### src/cenc_pkg.sv
// Shared constants, types and code-table functions for the convolutional encoder.
package cenc_pkg;

    localparam int NumLanes    = 8;
    localparam int StateWidth  = 6;
    localparam int GroupWidth  = 3;
    localparam int WordWidth   = 24;
    localparam int CountWidth  = 16;
    localparam int AddrWidth   = 3;
    localparam int DataWidth   = 32;

    localparam logic [AddrWidth-1:0] RateAddr = 3'd0;
    localparam logic [1:0] RateHalf = 2'd2;

    typedef logic [StateWidth-1:0] state_t;
    typedef logic [GroupWidth-1:0] group_t;

    typedef struct packed {
        logic [3:0]            n;
        logic                  three;
        logic [CountWidth-1:0] coded;
    } pack_load_t;

    localparam logic [31:0] RomR3 [16] = '{
        32'h07347043, 32'h61521625, 32'h16256152, 32'h70430734,
        32'h43703407, 32'h25165261, 32'h52612516, 32'h34074370,
        32'h70430734, 32'h16256152, 32'h61521625, 32'h07347043,
        32'h34074370, 32'h52612516, 32'h25165261, 32'h43703407
    };

    localparam logic [31:0] RomR2 [4] = '{
        32'h03122130, 32'h21300312, 32'h30211203, 32'h12033021
    };

    // Encoder state just before bit position pos, from the prior state and the item's bits.
    function automatic state_t window_state(input state_t prev, input logic [7:0] data,
                                            input logic [3:0] pos, input logic half);
        logic [13:0] seq;
        state_t      st;
        for (int k = 0; k < 6; k++) begin
            seq[k] = prev[5-k];
        end
        for (int k = 0; k < 8; k++) begin
            seq[k+6] = data[k];
        end
        for (int j = 0; j < StateWidth; j++) begin
            st[j] = seq[4'(pos + 4'(5 - j))];
        end
        if (half) begin
            st[5:4] = 2'b00;
        end
        return st;
    endfunction

    function automatic group_t rom_group(input logic half, input state_t st, input logic b);
        logic [31:0] word;
        logic [7:0]  byte_sel;
        logic [3:0]  nib;
        word = half ? RomR2[st[3:2]] : RomR3[st[5:2]];
        case (st[1:0])
            2'd0:    byte_sel = word[31:24];
            2'd1:    byte_sel = word[23:16];
            2'd2:    byte_sel = word[15:8];
            default: byte_sel = word[7:0];
        endcase
        nib = b ? byte_sel[3:0] : byte_sel[7:4];
        return half ? {1'b0, nib[1:0]} : nib[2:0];
    endfunction

endpackage

### src/convolutional_encoder_unit.sv
// Top level of the convolutional encoder: register port, state, lanes and serializer.
//
// channel | direction | handshake            | payload
// input   | in        | in_valid / in_stall  | data_byte, bit_count, first_of_call
// output  | out       | out_valid / out_stall| out_byte, last_byte, coded_bits
// config  | in        | APB write/read       | code_rate at address 0
//
// An item is encoded by eight lanes in the cycle it is accepted; its 2 or 3 bytes then
// leave one per cycle while out_stall is low, so the output port sets the rate.
// The next item is accepted in the cycle the last byte leaves.
// Reset sets rate 1/2 and clears the encoder state and the coded-bit count.
// A stalled output holds its byte and stalls the input once the item buffer is full.
module convolutional_encoder_unit (
    input  logic                            clk,
    input  logic                            rst_n,
    input  logic                            psel,
    input  logic                            penable,
    input  logic                            pwrite,
    input  logic [cenc_pkg::AddrWidth-1:0]  paddr,
    input  logic [cenc_pkg::DataWidth-1:0]  pwdata,
    output logic [cenc_pkg::DataWidth-1:0]  prdata,
    output logic                            pready,
    input  logic [7:0]                      data_byte,
    input  logic [3:0]                      bit_count,
    input  logic                            first_of_call,
    input  logic                            in_valid,
    output logic                            in_stall,
    output logic [7:0]                      out_byte,
    output logic                            last_byte,
    output logic [15:0]                     coded_bits,
    output logic                            out_valid,
    input  logic                            out_stall
);
    import cenc_pkg::*;

    logic [1:0]            rate_reg;
    state_t                state_reg, state_next;
    logic [CountWidth-1:0] total_reg, total_next;
    logic                  half, cfg_wr, accept, free, load;
    logic [3:0]            n_eff;
    logic [4:0]            n_coded;
    group_t                groups [NumLanes];
    pack_load_t            load_info;

    assign half   = (rate_reg == RateHalf);
    assign cfg_wr = psel && penable && pwrite && (paddr == RateAddr);
    assign pready = 1'b1;
    assign prdata = (paddr == RateAddr) ? DataWidth'(rate_reg) : '0;

    assign in_stall = !free;
    assign accept   = in_valid && free;
    assign n_eff    = bit_count[3] ? 4'd8 : {1'b0, bit_count[2:0]};
    assign load     = accept && (n_eff != 4'd0);

    for (genvar g = 0; g < NumLanes; g++) begin : g_lane
        cenc_lane #(
            .LaneIdx(g)
        ) u_lane (
            .prev_state(state_reg),
            .data      (data_byte),
            .half      (half),
            .group_out (groups[g])
        );
    end

    always_comb
    begin
        n_coded    = half ? 5'({n_eff, 1'b0}) : 5'({n_eff, 1'b0}) + 5'(n_eff);
        state_next = state_reg;
        total_next = total_reg;
        if (accept) begin
            if (first_of_call) begin
                total_next = '0;
            end
            if (n_eff != 4'd0) begin
                state_next = window_state(state_reg, data_byte, n_eff, half);
                total_next = total_next + CountWidth'(n_coded);
            end
        end
        load_info.n     = n_eff;
        load_info.three = !half;
        load_info.coded = total_next;
    end

    always_ff @(posedge clk or negedge rst_n)
    begin
        if (!rst_n) begin
            rate_reg  <= RateHalf;
            state_reg <= '0;
            total_reg <= '0;
        end else begin
            total_reg <= total_next;
            if (cfg_wr) begin
                rate_reg  <= pwdata[1:0];
                state_reg <= '0;
            end else begin
                state_reg <= state_next;
            end
        end
    end

    cenc_pack u_pack (
        .clk       (clk),
        .rst_n     (rst_n),
        .load      (load),
        .load_info (load_info),
        .groups    (groups),
        .free      (free),
        .out_byte  (out_byte),
        .last_byte (last_byte),
        .coded_bits(coded_bits),
        .out_valid (out_valid),
        .out_stall (out_stall)
    );

endmodule

### src/cenc_lane.sv
// One encoder lane: coded group for a single bit position of the item.
module cenc_lane #(
    parameter int LaneIdx = 0
) (
    input  cenc_pkg::state_t prev_state,
    input  logic [7:0]       data,
    input  logic             half,
    output cenc_pkg::group_t group_out
);
    import cenc_pkg::*;

    state_t st;

    always_comb
    begin
        st        = window_state(prev_state, data, 4'(LaneIdx), half);
        group_out = rom_group(half, st, data[LaneIdx]);
    end

endmodule

### src/cenc_pack.sv
// Merge of lane groups into the coded word and byte serializer for the output channel.
module cenc_pack (
    input  logic                  clk,
    input  logic                  rst_n,
    input  logic                  load,
    input  cenc_pkg::pack_load_t  load_info,
    input  cenc_pkg::group_t      groups [cenc_pkg::NumLanes],
    output logic                  free,
    output logic [7:0]            out_byte,
    output logic                  last_byte,
    output logic [15:0]           coded_bits,
    output logic                  out_valid,
    input  logic                  out_stall
);
    import cenc_pkg::*;

    logic [WordWidth-1:0]  word_reg, word_next;
    logic [1:0]            left_reg, left_next;
    logic                  valid_reg, valid_next;
    logic [CountWidth-1:0] coded_reg, coded_next;
    logic [WordWidth-1:0]  acc;
    logic                  send;

    always_comb
    begin
        acc = '0;
        for (int i = 0; i < NumLanes; i++) begin
            if (4'(i) < load_info.n) begin
                if (load_info.three) begin
                    acc = acc | (WordWidth'(groups[i]) << ((7 - i) * 3));
                end else begin
                    acc = acc | (WordWidth'(groups[i]) << ((7 - i) * 2 + 8));
                end
            end
        end
    end

    assign send       = valid_reg && !out_stall;
    assign free       = !valid_reg || (send && left_reg == 2'd1);
    assign out_byte   = word_reg[WordWidth-1 -: 8];
    assign last_byte  = (left_reg == 2'd1);
    assign coded_bits = coded_reg;
    assign out_valid  = valid_reg;

    always_comb
    begin
        word_next  = word_reg;
        left_next  = left_reg;
        valid_next = valid_reg;
        coded_next = coded_reg;
        if (send) begin
            word_next = word_reg << 8;
            left_next = left_reg - 2'd1;
            if (left_reg == 2'd1) begin
                valid_next = 1'b0;
            end
        end
        if (load) begin
            word_next  = acc;
            left_next  = load_info.three ? 2'd3 : 2'd2;
            valid_next = 1'b1;
            coded_next = load_info.coded;
        end
    end

    always_ff @(posedge clk or negedge rst_n)
    begin
        if (!rst_n) begin
            valid_reg <= 1'b0;
            left_reg  <= '0;
        end else begin
            valid_reg <= valid_next;
            left_reg  <= left_next;
        end
    end

    always_ff @(posedge clk)
    begin
        word_reg  <= word_next;
        coded_reg <= coded_next;
    end

endmodule

### config.mk
export PLATFORM = sky130hd
export DESIGN_NAME = convolutional_encoder_unit
export DESIGN_NICKNAME = d
export VERILOG_FILES = /design/src/cenc_pkg.sv /design/src/convolutional_encoder_unit.sv /design/src/cenc_lane.sv /design/src/cenc_pack.sv
export SDC_FILE = /design/constraint.sdc
export NUM_CORES = 1
export LEC_CHECK = 0
export BUFFER_PORTS_ARGS = -buffer_cell sky130_fd_sc_hd__buf_2
export CAP_MARGIN = 25
export CORE_UTILIZATION = 25
export DETAILED_ROUTE_END_ITERATION = 6
export GPL_TIMING_DRIVEN = 0
export PLACE_DENSITY_LB_ADDON = 0.15
export SYNTH_ARGS = -nofsm -noshare
export SYNTH_HDL_FRONTEND = slang
export SYNTH_SLANG_ARGS = --single-unit
### constraint.sdc
create_clock -name clk -period 3.5 [get_ports clk]
set_clock_uncertainty 0.05 [all_clocks]
set_input_delay 0.35 -clock clk [delete_from_list [all_inputs] [get_ports clk]]
set_output_delay 0.35 -clock clk [all_outputs]
set_load 0.1 [all_outputs]
==> results.md, run 1 <==
Power:
- The maximum vdd drop is approximately 0.28 mV.
- The switching component of the power is approximately 3.0 mW.
- The internal portion of the total power is ~2.9 mW.
- Combinational logic is responsible for 62.4% of the overall power.
- Sequential cells burn between 20 and 25% of the power.
- Net switching is between 50% and 60% of the power.
- The leakage power is ~3.3 nW.
- The clock network power share is ~16%.
- Summing internal, switching and leakage power gives 5.858 mW.
- The power per cell area is ~770 mW/mm^2.

Floorplanning:
- The die is around 160 um tall.
- The overall die area is about 0.027 mm^2.
- The area of the core region is 0.02533 mm^2.
- In this run the count of I/O pins placed on the die edge is between 100 and 150.
- After floorplanning, the core was divided into 58 placement rows.
- Measured along the x axis, the die boundary spans approximately 160 um.
- The initial standard-cell utilization of the core is between 20% and 30%.

Setup path:
- The worst endpoint required time is 3.51 ns.
- STA classifies the critical path startpoint as an input port.
- The critical path goes through buf_2 -> clkbuf_1 -> inv_1 -> ha_1 -> clkbuf_1 -> or2_2 -> a21oi_1 -> nor3_1 -> o311a_1 -> nor3_2 -> o221ai_1.
- The most numerous cell type found on the critical path is clkbuf_1.
- The kind of capture point of the worst setup path is a flop.
- Together, buffers and inverters on the worst path number 4.
- In this design, the largest share of critical-path delay is due to buffers and inverters.
- The category of the critical setup timing path is in2reg.
- The worst-path maximum fanout is 10.
- The peak per-stage delay on the critical path is between 0.5 and 0.6 ns.
- The slowest cell on the critical path is clkbuf_1.
- Data arrives at the worst endpoint at ~3.4 ns.

Global route:
- The number of antenna violations at the first check in global routing is 0.
- The maximum number of pins on one net before global-route repair is 28.
- The number of global-route vias before repair was about 5300.
- The total overflow left after global routing is 0.
- The first global-routing pass estimated between 30000 and 40000 um of wire.
- The combined global-route utilization of all metal layers is between 10% and 20%.

STA:
- Based on the critical path, the design can be clocked at up to approximately 300 MHz.
- The final number of max-transition violations is 0.
- The minimum clock period after layout is between 3 and 4 ns.
- Once routing completed, OpenROAD measured the worst setup slack at 0.1276 ns.
- The slew at the pin closest to its max-slew limit is between 0.6 and 0.7 ns.
- The max-slew headroom at the worst pin is between 50% and 60%.
- The period utilization is 96.35%.
- For the final routed database, the setup TNS stands at 0 ns.
- The count of endpoints failing hold in the final timing report is 0.
- The number of setup violations in the final report is 0.

Finish:
- The number of flip-flops under the largest register name is 24.
- The final standard cell utilization of the core is between 30% and 40%.
- The ratio of cells with drive above 1 in the final layout is about 20%.
- For this run, the post-layout net count is between 900 and 1000.
- The final cell count without fillers is ~1200.
- The number of antenna diodes in the final layout is 0.
- The layout-stage area growth over the synthesis result is 17.48%.

Synth:
- The most used flip-flop cell after synthesis is edfxtp_1.
- The synthesized design contains 40 enable-type register cells.
- The post-synthesis average cell area is 8.677 um^2.
- The share of flip-flops with an asynchronous set or reset is between 40% and 50%.
- In this run the cell area of the synthesized design comes to roughly 0.0065 mm^2.
- The sequential fraction of the synthesis area is 28.90%.
- After technology mapping, the gate count stands at between 700 and 800.
- The number of distinct library cells after synthesis is 78.
- In this run, synthesis produced a sequential element count of 67.
- The count of yosys warnings during synthesis is 0.

Clocking:
- The cell at the root of the clock tree is clkbuf_16.
- The H-tree depth is 3.
- TritonCTS created 9 clock buffers.
- The CTS tree is yes.
- Clock latency on the worst-skew pair, taken at its later pin, is around 0.34 ns.
- The hold buffer count at CTS is 0.
- The number of clock sinks is 67.
- The longest clock path from root to sink contains 2 buffers.
- Clock-pin slew was measured on the worst setup and hold paths at about 0.06 ns.

Place:
- Routability-driven placement finished with a final weighted congestion of 0.8519.
- The count of buffers added on input and output ports is between 50 and 60.
- The sum of net half-perimeters after detailed placement is 15870 um.
- Including well taps, the total number of placed cells is roughly 1200.
- The post-placement setup slack is -0.5894 ns.

Detailed routing:
- The DRC violations left is 0.
- Detailed routing inserted a total of around 5700 vias.
- The detailed router's first-iteration violation count is 315.
- The routed design has 20810 um of wire.
- After detailed routing, the number of vias per cell comes to about 4.8.
- The detail route stage leaves a number of antenna-violating nets equal to 0.
- Dividing the detail-routed wire length by the instance count gives about 18 um.
- The count of TritonRoute iterations in the first routing pass is 7.

Status:
- The run finished with clean final reports.

Min path:
- The worst hold path class is in2async.

Run:
- Across the run, the number of max-cap violations was 0.
[worst paths after layout]
| path | start | endpoint | slack (ns) | cells after the start |
|---|---|---|---|---|
| min in group clk | pwdata[1] | rate_reg[1] | 0.15 | 3 |
| worst max register to register | rate_reg[1] | u_pack.coded_bits[5] | 0.21 | 15 |
| worst min-delay path | rst_n | u_pack.out_valid | 0.003 | 1 |
| worst max-delay path | data_byte[2] | u_pack.word_reg[16] | 0.13 | 11 |
| max in group asynchronous | rst_n | state_reg[2] | 2.93 | 1 |
| worst min register to register | total_reg[11] | total_reg[11] | 0.46 | 1 |
[final cells by class]
cell class,count,area [um^2]
Sequential cell,67,1878
Tap cell,330,412.9
Buffer,86,544.3
Multi-Input combinational cell,593,4103
Clock buffer,10,229.0
Inverter,31,116.4
Timing Repair Buffer,54,287.8
Fill cell,2712,17690
Clock inverter,6,63.81
[per-layer routing]
metal	vias up	part of all wire [%]	wire length [um]	GRT usage (%)
li1	2791	-	-	-
met1	2686	47	9863	21.43
met2	158	46	9659	25.71
met3	23	4.0	832	2.463
met4	0	2.2	450	5.480
met5	-	0	0	0
[power groups by stage]
stage	registers (mW)	logic [mW]	clock network [mW]
floorplan	1.56	2.55	0
global placement	1.30	3.63	0
detailed placement	1.30	3.63	0
CTS	1.29	3.65	0.941
global route	1.32	3.94	0.974
finish	1.28	3.66	0.920
[cell usage after synthesis, drive strengths merged, types with 8 or more instances]
master | n | area share [%]
clkbuf | 16 | 0.92
mux2i | 31 | 4.8
or3 | 9 | 0.87
edfxtp | 40 | 18
dfrtp | 26 | 10
inv | 31 | 1.8
nor2b | 16 | 1.7
nor2 | 57 | 3.4
a32oi | 8 | 1.1
xor2 | 16 | 2.2
ha | 38 | 7.3
buf | 71 | 7.3
nand2b | 12 | 1.2
a21oi | 39 | 3.1
xnor2 | 44 | 6.3
nor3 | 20 | 1.6
nand2 | 82 | 4.9
o21ai | 43 | 3.3
nand3 | 18 | 1.5
[what timing repair did]
item / CTS / global route
gates resized for setup: 8 / 6
endpoints found under the setup margin: 22 / 17
pin swaps: 0 / 2
setup buffers: 0 / 2
[stage by stage]
stage | hold WS [ns] | instance area [um^2]
floorplan | 0.004409 | 6608
global placement | 0.3953 | 7281
detailed placement | 0.4002 | 7282
CTS | 0.02677 | 7590
global route | 0.06966 | 7635
finish | 0.003405 | 7635
[placed cells by master (no fill, tap or decap), types with 17 or more instances in the layout]
| cell type | Yosys | layout |
|---|---|---|
| nand2_1 | 81 | 81 |
| buf_2 | 20 | 69 |
| nor2_1 | 55 | 55 |
| buf_4 | 43 | 45 |
| xnor2_1 | 41 | 41 |
| edfxtp_1 | 40 | 40 |
| ha_1 | 38 | 38 |
| a21oi_1 | 38 | 36 |
| o21ai_0 | 33 | 31 |
| conb_1 | 2 | 31 |
| mux2i_1 | 31 | 30 |
| inv_1 | 26 | 26 |
| dfrtp_1 | 26 | 26 |
| nor3_1 | 19 | 19 |
| nand3_1 | 17 | 17 |
[cell families after synthesis]
| logic type | share of synthesized area [%] |
|---|---|
| AO/OA/AOI/OAI | 17.66 |
| XOR/XNOR | 8.433 |
| adder cells (fa/ha/maj) | 7.932 |
| buffers and inverters | 10.03 |
| flip-flops | 28.90 |
| multiplexers | 7.720 |
| other | 0.1156 |
| AND/OR/NAND/NOR | 19.21 |
Note: power is estimated with default switching activity, not from simulation.
==> run 2: changes to the inputs <==
--- a/config.mk
+++ b/config.mk
@@ -8,6 +8,7 @@
 export BUFFER_PORTS_ARGS = -buffer_cell sky130_fd_sc_hd__buf_2
 export CAP_MARGIN = 25
 export CORE_UTILIZATION = 25
+export CTS_BUF_LIST = sky130_fd_sc_hd__clkbuf_16
 export DETAILED_ROUTE_END_ITERATION = 6
 export GPL_TIMING_DRIVEN = 0
 export PLACE_DENSITY_LB_ADDON = 0.15
==> run 2 against run 1 <==
Compared with the run above:
- the run now ends with DRC left
- power about the same
- first-iteration DRC count is 0.63% higher
- via count down 0.28%
- global-route usage is the same
- die area did not move
- cell count unchanged
- final area stayed put
- sequential share of layout area is the same
- flip-flop and latch count did not move
- register-to-register slack about the same
- critical path depth unchanged
- largest power group unchanged
==> results.md, run 2 (synthesis results as in run 1) <==
Status:
- The run finished, with violations left.
- The final reports fail on DRC.

Clocking:
- The H-tree depth is 3 (unchanged).
- The maximum buffer depth of the clock tree is 2 (unchanged).
- The cell at the root of the clock tree is clkbuf_16.
- The number of clock sinks is 67 (unchanged).
- The hold buffer count at CTS is 0 (unchanged).
- The clock input transition at the sequential cells of the worst setup and hold paths is 0.06 ns (about the same).
- The clock latency on the worst-skew pair is 0.34 ns (about the same).
- The CTS tree is yes.
- The number of clock buffers inserted by TritonCTS was 9 (unchanged).

Setup path:
- The arrival time reported for the critical path endpoint came to 3.38 ns (about the same).
- The setup path with the least slack is of type in2reg.
- Walking the worst path, the cells encountered are buf_2 -> clkbuf_1 -> inv_1 -> ha_1 -> clkbuf_1 -> or2_2 -> a21oi_1 -> nor3_1 -> o311a_1 -> nor3_2 -> o221ai_1.
- The sort of element at the start of the critical path is an input port.
- In this design, the critical path's most frequently occurring cell is clkbuf_1.
- Broken down by cell family, the worst path's largest delay share belongs to buffers and inverters.
- The number of buffer and inverter stages on the critical path came to 4 (unchanged).
- The slowest cell on the critical path is clkbuf_1.
- STA classifies the critical path endpoint as a flop.
- The worst-path maximum fanout is 10 (unchanged).
- The worst endpoint required time is 3.51 ns (about the same).
- The peak per-stage delay on the critical path came to 0.58 ns (about the same).

Place:
- The post-place instance area is 0.007282 mm^2 (unchanged).
- The port buffer count is 52 (unchanged).
- The placer's final routability congestion estimate is 0.8519 (unchanged).
- The total instance count after detailed placement is 1160 (unchanged).
- The sum of net half-perimeters after detailed placement is 15870 um (unchanged).

Detailed routing:
- The via total after detailed routing is 5642 (-0.28%).
- The DRC violations left is 1 (+1).
- The detailed-route vias per instance is 4.794 (-0.28%).
- The total length of routed wires is 20780 um (-0.14%).
- The detailed router's first-iteration violation count was 317 (+0.63%).
- The wire length per cell came to 17.65 um (-0.14%).
- The count of TritonRoute iterations in the first routing pass is 7 (unchanged).
- The remaining antenna violation count after routing is 0 (unchanged).

STA:
- The minimum clock period after layout is 3.371 ns (-0.001789 ns).
- The count of endpoints failing hold in the final timing report is 0 (unchanged).
- The slew at the pin closest to its max-slew limit is 0.7132 ns (+0.01637 ns).
- The max-slew headroom at the worst pin is 52.45% (-0.60 points).
- The number of setup violations in the final report is 0 (unchanged).
- The final number of max-transition violations is 0 (unchanged).
- The fmax is 296.7 MHz (about the same).
- The period utilization came to 96.30% (about the same).

Finish:
- The number of flip-flops under the largest register name was 24 (unchanged).
- The final standard cell utilization of the core is 30.15% (unchanged).
- The antenna cell count is 0 (unchanged).
- The layout-stage area growth over the synthesis result is 17.48% (unchanged).
- The summed area of non-filler cells in the final layout was 0.007635 mm^2 (unchanged).
- The final-stage net count came to 937 (unchanged).
- The ratio of cells with drive above 1 in the final layout is 20.43% (unchanged).
- The final cell count without fillers is 1177 (unchanged).
- In the layout the commonest cells are nand2_1 (81), buf_2 (69), nor2_1 (55).
- The most common cell after layout, fill and taps aside is nand2_1.

Floorplanning:
- The overall die area came to 0.02664 mm^2 (unchanged).
- The number of top-level pins was 115 (unchanged).
- The initial standard-cell utilization of the core is 25.66% (unchanged).
- The area of the core region came to 0.02533 mm^2 (unchanged).
- The number of placement rows is 58 (unchanged).
- The die extent in x is 163.2 um (unchanged).
- The chip height is 163.2 um (unchanged).

Global route:
- The combined global-route utilization of all metal layers is 15.92% (unchanged).
- The global-route congestion overflow total is 0 (unchanged).
- The number of global-route vias before repair is 5322 (unchanged).
- The number of antenna violations at the first check in global routing is 0 (unchanged).
- The maximum number of pins on one net before global-route repair is 28 (unchanged).
- The first-pass GRT wire length is 31620 um (unchanged).

Power:
- The overall power of the completed layout is 5.853 mW (about the same).
- The maximum vdd drop was 0.2815 mV (about the same).
- The leakage power is 3.260 nW (+0.13%).
- The power per cell area is 766.6 mW/mm^2 (about the same).

Min path:
- The worst hold path belongs to the class in2async.

Run:
- The reported max-cap violation count is 0 (unchanged).
run 2: cell count changes in the layout (fill, tap and decap cells not counted), sizes merged:
| cell | change |
|---|---|
| clkbuf | -1 |
| inv | +1 |
run 2: metrics by stage:
stage	setup TNS (ns)	hold WS (ns)	setup WS [ns]
2_1_floorplan	0	0.004409	0.2781
3_3_place_gp	-8.319	0.3953	-0.5455
3_5_place_dp	-8.613	0.4002	-0.5894
4_1_cts	0	0.02677	0.03363
5_1_grt	-0.001611	0.06935	-0.001611
6_report	0	0.003136	0.1294
run 2: path summary, 6_finish.rpt:
path	startpoint	to	slack, ns	cells after the start
min	rst_n	u_pack.out_valid	0.003	1
min in group clk	pwdata[1]	rate_reg[1]	0.15	3
min reg2reg	total_reg[11]	total_reg[11]	0.46	1
max reg2reg	rate_reg[1]	u_pack.coded_bits[5]	0.22	15
max	data_byte[2]	u_pack.word_reg[16]	0.13	11
max in group asynchronous	rst_n	state_reg[2]	2.93	1
run 2: per-layer routing:
layer | GRT usage, % | part of all wire, %
met4 | 5.480 | 2.2
met1 | 21.43 | 48
met5 | 0 | 0
met2 | 25.71 | 46
met3 | 2.463 | 3.8
run 2: layout make-up:
class	instances	area (um^2)
Buffer	86	544.3
Clock buffer	9	225.2
Clock inverter	7	67.56
Fill cell	2712	17690
Inverter	31	116.4
Multi-Input combinational cell	593	4103
Sequential cell	67	1878
Tap cell	330	412.9
Timing Repair Buffer	54	287.8
run 2: what timing repair did:
item,in CTS,in global routing
gates resized for setup,8,6
pin swaps,0,2
setup buffers,0,2
cloned,0,0
endpoints found under the setup margin,22,17
run 2: power by group:
group | total [mW] | internal [mW] | switching, mW
Combinational | 3.65 | 1.14 | 2.51
Sequential | 1.28 | 1.17 | 0.114
Clock | 0.917 | 0.549 | 0.369
Total | 5.85 | 2.86 | 2.99
